===== src/rtl/pid_position_to_pwm_duty_assert.svh =====
// assertion macros for the pid position to pwm duty block
`ifndef PID_POSITION_TO_PWM_DUTY_ASSERT_SVH
`define PID_POSITION_TO_PWM_DUTY_ASSERT_SVH

`ifndef NO_ASSERTIONS

// implication checked at every edge outside reset
`define PIDPWM_ASSERT(lbl, prop, msg) \
  lbl: assert property (@(posedge clk) disable iff (!rst_n) prop) else $error(msg);

// check on a registered value against its previous value
`define PIDPWM_ASSERT_PAST(lbl, prop, msg) \
  lbl: assert property (@(posedge clk) disable iff (!rst_n) prop) else $error(msg);

`else

`define PIDPWM_ASSERT(lbl, prop, msg)
`define PIDPWM_ASSERT_PAST(lbl, prop, msg)

`endif

`endif


===== src/rtl/pidpwm_pkg.sv =====
// shared types, constants and helpers of the pid position to pwm duty block
`default_nettype none

package pidpwm_pkg;

  // sample period of the loop in integrator units
  localparam int STEP_TIME = 1000;

  // shared multiplier geometry
  localparam int MUL_W  = 34;
  localparam int PROD_W = 2 * MUL_W;

  // reciprocal for division by the step time: q0 = (x * DIV_MAGIC) >> DIV_SHIFT
  localparam int DIV_SHIFT = 32 + $clog2(STEP_TIME + 1) - 1;
  localparam logic [63:0] DIV_MAGIC = (64'd1 << DIV_SHIFT) / 64'(STEP_TIME);
  localparam logic signed [MUL_W-1:0] DIV_MAGIC_OPND = {1'b0, DIV_MAGIC[MUL_W-2:0]};
  localparam logic signed [MUL_W-1:0] STEP_OPND = MUL_W'(STEP_TIME);
  localparam logic signed [MUL_W-1:0] ONE_Q16_OPND = MUL_W'(65536);

  // configuration register indexes
  localparam logic [2:0] CFG_REF    = 3'd0;
  localparam logic [2:0] CFG_GAIN_P = 3'd1;
  localparam logic [2:0] CFG_GAIN_I = 3'd2;
  localparam logic [2:0] CFG_GAIN_D = 3'd3;
  localparam logic [2:0] CFG_SCALE  = 3'd4;
  localparam logic [2:0] CFG_PERIOD = 3'd5;

  localparam logic signed [PROD_W-1:0] S32_MAX = PROD_W'(64'sd2147483647);
  localparam logic signed [PROD_W-1:0] S32_MIN = PROD_W'(-64'sd2147483648);
  localparam logic signed [PROD_W-1:0] S48_MAX = PROD_W'(64'sd140737488355327);
  localparam logic signed [PROD_W-1:0] S48_MIN = PROD_W'(-64'sd140737488355328);

  typedef enum logic [4:0] {
    ST_IDLE,
    ST_MUL_POS,
    ST_ACC_POS,
    ST_ERR,
    ST_MUL_INT,
    ST_INT_ACC,
    ST_MUL_DIV,
    ST_DIV_Q,
    ST_MUL_CHK,
    ST_DIV_FIX,
    ST_MUL_P,
    ST_MUL_IH,
    ST_MUL_IL,
    ST_MUL_D,
    ST_SUM_D,
    ST_U_SAT,
    ST_MUL_DUTY,
    ST_DUTY
  } state_t;

  // request to the shared multiplier
  typedef struct packed {
    logic                    en;
    logic signed [MUL_W-1:0] a;
    logic signed [MUL_W-1:0] b;
  } mul_req_t;

  function automatic logic signed [31:0] sat32(input logic signed [PROD_W-1:0] x);
    logic signed [31:0] res;
    if (x > S32_MAX) begin
      res = 32'sh7fffffff;
    end else if (x < S32_MIN) begin
      res = 32'sh80000000;
    end else begin
      res = x[31:0];
    end
    return res;
  endfunction

  function automatic logic signed [47:0] sat48(input logic signed [PROD_W-1:0] x);
    logic signed [47:0] res;
    if (x > S48_MAX) begin
      res = 48'sh7fffffffffff;
    end else if (x < S48_MIN) begin
      res = 48'sh800000000000;
    end else begin
      res = x[47:0];
    end
    return res;
  endfunction

endpackage

`default_nettype wire


===== src/rtl/pidpwm_mul.sv =====
// shared signed multiplier with registered product
`default_nettype none

module pidpwm_mul
  import pidpwm_pkg::*;
(
  input  wire                      clk,
  input  wire mul_req_t            req,
  output logic signed [PROD_W-1:0] prod_r
);

  logic signed [MUL_W-1:0] op_a;
  logic signed [MUL_W-1:0] op_b;

  assign op_a = req.a;
  assign op_b = req.b;

  always_ff @(posedge clk) begin
    if (req.en) begin
      prod_r <= op_a * op_b;
    end
  end

endmodule

`default_nettype wire


===== config.mk =====
export PLATFORM = sky130hd
export DESIGN_NAME = pidpwm_mul
export DESIGN_NICKNAME = d
export VERILOG_FILES = /design/src/rtl/pid_position_to_pwm_duty_assert.svh /design/src/rtl/pidpwm_pkg.sv /design/src/rtl/pidpwm_mul.sv
export SDC_FILE = /design/constraint.sdc
export NUM_CORES = 2
export LEC_CHECK = 0
export BUFFER_PORTS_ARGS = -buffer_cell sky130_fd_sc_hd__buf_2
export CORE_ASPECT_RATIO = 1.1
export CORE_MARGIN = 4
export CORE_UTILIZATION = 55
export CTS_CLUSTER_DIAMETER = 40
export DETAILED_ROUTE_END_ITERATION = 10
export PLACE_DENSITY = 0.72
export RECOVER_POWER = 25
export SLEW_MARGIN = 20
export SYNTH_ARGS = -nofsm -noshare
export SYNTH_HDL_FRONTEND = slang
export SYNTH_SLANG_ARGS = --single-unit

===== constraint.sdc =====
create_clock -name clk -period 16.7 [get_ports clk]
set_input_delay 3.34 -clock clk [delete_from_list [all_inputs] [get_ports clk]]
set_output_delay 3.34 -clock clk [all_outputs]
set_load 0.05 [all_outputs]

* Word-level counts from Yosys, hierarchy flattened *
Index checks and enable logic that the tools add are counted.

operators by class
  $mul = 1

operators by type and width
  cell                                            count
  34-bit by 34-bit multiplier with 68-bit output  1

storage, ports and cells
  register bits after elaboration = 68
  input bits = 70
  output and inout port bits = 68
  logic and storage cells = 2

* Longest topological paths before layout *
  word-level depth = 1
  depth in mapped cells = 31
  gate-level depth less buffers = 29

* Worst setup path after synthesis *
OpenSTA, ideal clock, no wires.

  kind = input-to-reg
  start = in req[67] in the netlist's numbering
  end = reg prod_r[65] (data pin)
  library setup time = 0.263 ns
  arrival = 10.702 ns
  data required time = 16.437 ns
  slack = 5.735 ns
  stages on the path = 24
  path buffers = 2
  cells stage by stage = clkbuf_1 > nand2_1 > inv_1 > fa_1 > fa_1 > fa_1 > fa_1 > inv_1 > fa_1 > fa_1 > fa_1 > fa_1 > inv_1 > ha_1 > clkdlybuf4s50_2 > nand3_1 > or2_2 > nor2_1 > a221oi_1 > o21ai_0 > a31oi_2 > nor2_2 > o41ai_2 > xnor2_1

on the way
  word-level cells in the longest chain between the ends = 1

ends and longest elaborated chain
  element                                         line              source
  start: declaration                              pidpwm_mul.sv:8   input wire mul_req_t req,
  34-bit by 34-bit multiplier with 68-bit output  pidpwm_mul.sv:20  prod_r <= op_a * op_b;
  end signal: assignment                          pidpwm_mul.sv:20
  end: declaration                                pidpwm_mul.sv:9   output logic signed [PROD_W-1:0] prod_r

No other way between the ends.
A chain may end at the register's enable or synchronous reset.

* Worst setup path in the final report *
  start = in req[34] in the netlist's numbering
  end = reg prod_r[66] (data pin)

Same word-level chain as after synthesis.

==> summary.md <==
| Metric | Value |
|---|---|
| Final ANT Viol Nets | 0 |
| Grt ovf | 0 |
| Max Clk Rate | between 80 and 90 MHz |
| Hpwl dp | between 90000 and 100000 um |
| RSZ-0062 raised after global routing | no |
| CP Class | input port to register |
| Avg Inst Size Synth | between 9 and 10 um2 |
| Htree depth | 3 |
| CTS buffer count | 9 |
| Fin crit period | approximately 12 ns |
| EDFF count, synth | roughly 70 |
| DIE HEIGHT | 303.7 um |
| Finish-stage setup viols | 0 |
| Area share of the largest cell type after synthesis | a little under three fifths |
| Area growth syn-to-layout | 3.507% |
| Fin Setup TNS | 0 ns |
| Post-Synth XOR/XNOR Area | 1.583% |
| Maximum root-to-sink buffer count | 2 |
| Synth Area in Compound Gates | between 3 and 4% |
| Worst Setup SP | req[34] |
| # rows | 108 |
| Status | finished with violations |
| Simple-Gate Fraction of Synth Area | 15.13% |
| Max-slew headroom | -149.1% |
| Post-Syn Instances | approximately 4600 |
| DIE AREA | approximately 84000 um2 |
| Die width | 276.8 um |
| Root buffer cell | clkbuf_16 |
| Final worst path period share | between 70% and 80% |
| Critical Path Start Type | input port |
| Syn nets | a little over 6000 |
| Vias in the first global route | 34848 |
| Final hold violation count | 0 |
| Synth warnings | 0 |
| First-pass GRT wire length | about 190000 um |
| Pin count of the biggest net entering global routing | 67 |
| Global Route Usage Sum | approximately 29% |
| Clock sinks | roughly 70 |
| Final Instance Area | about 45000 um2 |
| CTS tree | yes |
| DR vias | between 30000 and 40000 |
| Iteration-0 DRC Markers | ~1800 |
| Worst path arrival time | ~12 ns |
| Post-CTS sizing | 0 |
| Synth top area cells | fa_1 57%, inv_1 11%, and2_1 8.9% |
| # Post-CTS Setup Buffers | 0 |
| Largest registers | prod_r (68) |
| Count of input and output buffers | 137 |
| DRC Markers | 0 |
| Crit path capture type | register |
| Main combinational cell family by area after synthesis | adder cells |
| Netlist cell types | 69 |
| Placer Congestion | around 0.9 |
| Netlist Area Pre-Place | ~44000 um2 |
| Final Slew Violations | around 100 |
| Clock transition at path regs | 0.06 ns |
| Required @ worst endpoint | 16.80 ns |
| Least-Margin Pin Slew | 3.737 ns |
| Dominant synthesized flop cell | edfxtp_1 |
| Initial antenna violation count | 4 |
| Share of cells above drive strength 1 | ~4.5% |
| Post-synthesis mux area share | 0% |
| Wire length per cell | roughly 21 um |
| Sequential area share after synthesis | ~4.7% |
| Max FFs per register | between 60 and 70 |
| Adder-Cell Fraction of Synth Area | between 60% and 70% |
| IO Pins | roughly 140 |
| Initial Util | between 50% and 60% |
| Flops & latches, synth | a little under 70 |
| DRT Pass-1 Iters | 6 |
| Post-place instance area | roughly 45000 um2 |
| Hold_buf cts | 0 |
| Yosys top cell by area | fa_1 |
| Register with the most flip-flops | prod_r |
| Final nets | about 6000 |
| Routed vias/inst | about 5.5 |
| Hold path start | req[68] |
| Core ar. | between 70000 and 80000 um2 |
| Min-delay worst type | input port to register |
| Ys async rst share | 0% |
| Crit-path max FO | 34 |
| Violated checks | max-capacitance violations, max-slew violations |
| Max Cap Viol | 2 |
| Total Wirelength | around 120000 um |
[cell families (layout without fill, tap and decap cells)]
kind of cell,Yosys count,after routing
buffers and inverters,1460,1407
adder cells (fa/ha/maj),1445,1445
AND/OR/NAND/NOR,1296,1296
XOR/XNOR,79,79
other,0,4
AO/OA/AOI/OAI,206,206
flip-flops,68,68
[cells in the mapped netlist (all sizes together) (8+ instances only)]
cell       n
fa      1241
inv     1231
and2     623
nand2    542
clkbuf   217
ha       204
edfxtp    68
a21oi     63
nor2      56
xnor2     56
o21ai     41
a21o      37
xor2      23
nand2b    20
o21bai    12
nand3     11
nand4     11
a31oi     10
buf        9
nor2b      9
and3       8
[path summary, 6_finish.rpt]
path | end | slack [ns] | cells past startpoint
worst max-delay path | prod_r[66]$_DFFE_PP_ | 4.66 | 25
worst min-delay path | prod_r[67]$_DFFE_PP_ | 3.27 | 1
[layer usage]
metal	wire length [um]	GRT usage [%]
met5	11	0
met4	9533	19.05
met3	6610	3.778
met2	61470	51.40
met1	39280	33.47
[stage by stage]
stage	setup WS (ns)	hold WS (ns)	utilization (%)	cells
finish	4.660	3.270	57.33	5550
global route	4.378	3.272	57.32	5547
CTS	5.333	3.190	57.33	5546
detailed placement	4.962	3.562	56.99	5531
global placement	5.073	3.562	56.99	5531
floorplan	5.735	3.453	-	4554
[critical path: stages]
cell	delay (ns)
buf_2	0.07
clkbuf_1	1.67
nand2b_1	0.35
fa_1	0.49
fa_1	0.50
inv_1	0.05
fa_1	0.50
fa_1	0.44
fa_1	0.56
fa_1	0.44
fa_1	0.49
inv_1	0.05
fa_1	0.53
inv_1	0.06
ha_1	0.40
a21o_1	0.16
o21bai_1	0.12
a21oi_1	0.11
o21ai_2	0.22
a31oi_1	0.25
o41ai_1	0.59
a31oi_4	0.09
o31ai_4	0.37
a221oi_2	0.11
xnor2_1	0.14
[cell type report]
type | instances | area, um2
multi-input cells | 3026 | 36140
fillers | 6912 | 33670
inverters | 1232 | 4624
flip-flops and latches | 68 | 2042
well taps | 1045 | 1308
repair buffers | 160 | 849.6
clock buffers | 9 | 225.2
clock inverters | 6 | 41.29
diodes | 4 | 10.01
[placed cells by master, fill, tap and decap left out, drive strengths merged, types with 7 or more instances in the layout]
| cell | synthesis | layout |
|---|---|---|
| fa | 1241 | 1241 |
| inv | 1231 | 1232 |
| and2 | 623 | 623 |
| nand2 | 542 | 542 |
| ha | 204 | 204 |
| buf | 9 | 157 |
| edfxtp | 68 | 68 |
| a21oi | 63 | 63 |
| xnor2 | 56 | 56 |
| nor2 | 56 | 56 |
| o21ai | 41 | 41 |
| a21o | 37 | 37 |
| xor2 | 23 | 23 |
| nand2b | 20 | 20 |
| o21bai | 12 | 12 |
| clkbuf | 217 | 12 |
| nand4 | 11 | 11 |
| nand3 | 11 | 11 |
| a31oi | 10 | 10 |
| nor2b | 9 | 9 |
| and3 | 8 | 8 |
| a211oi | 7 | 7 |
Power is left out: the tool's default activity adds up to more than one toggle a clock period on the data nets, which glitch-free logic cannot reach.
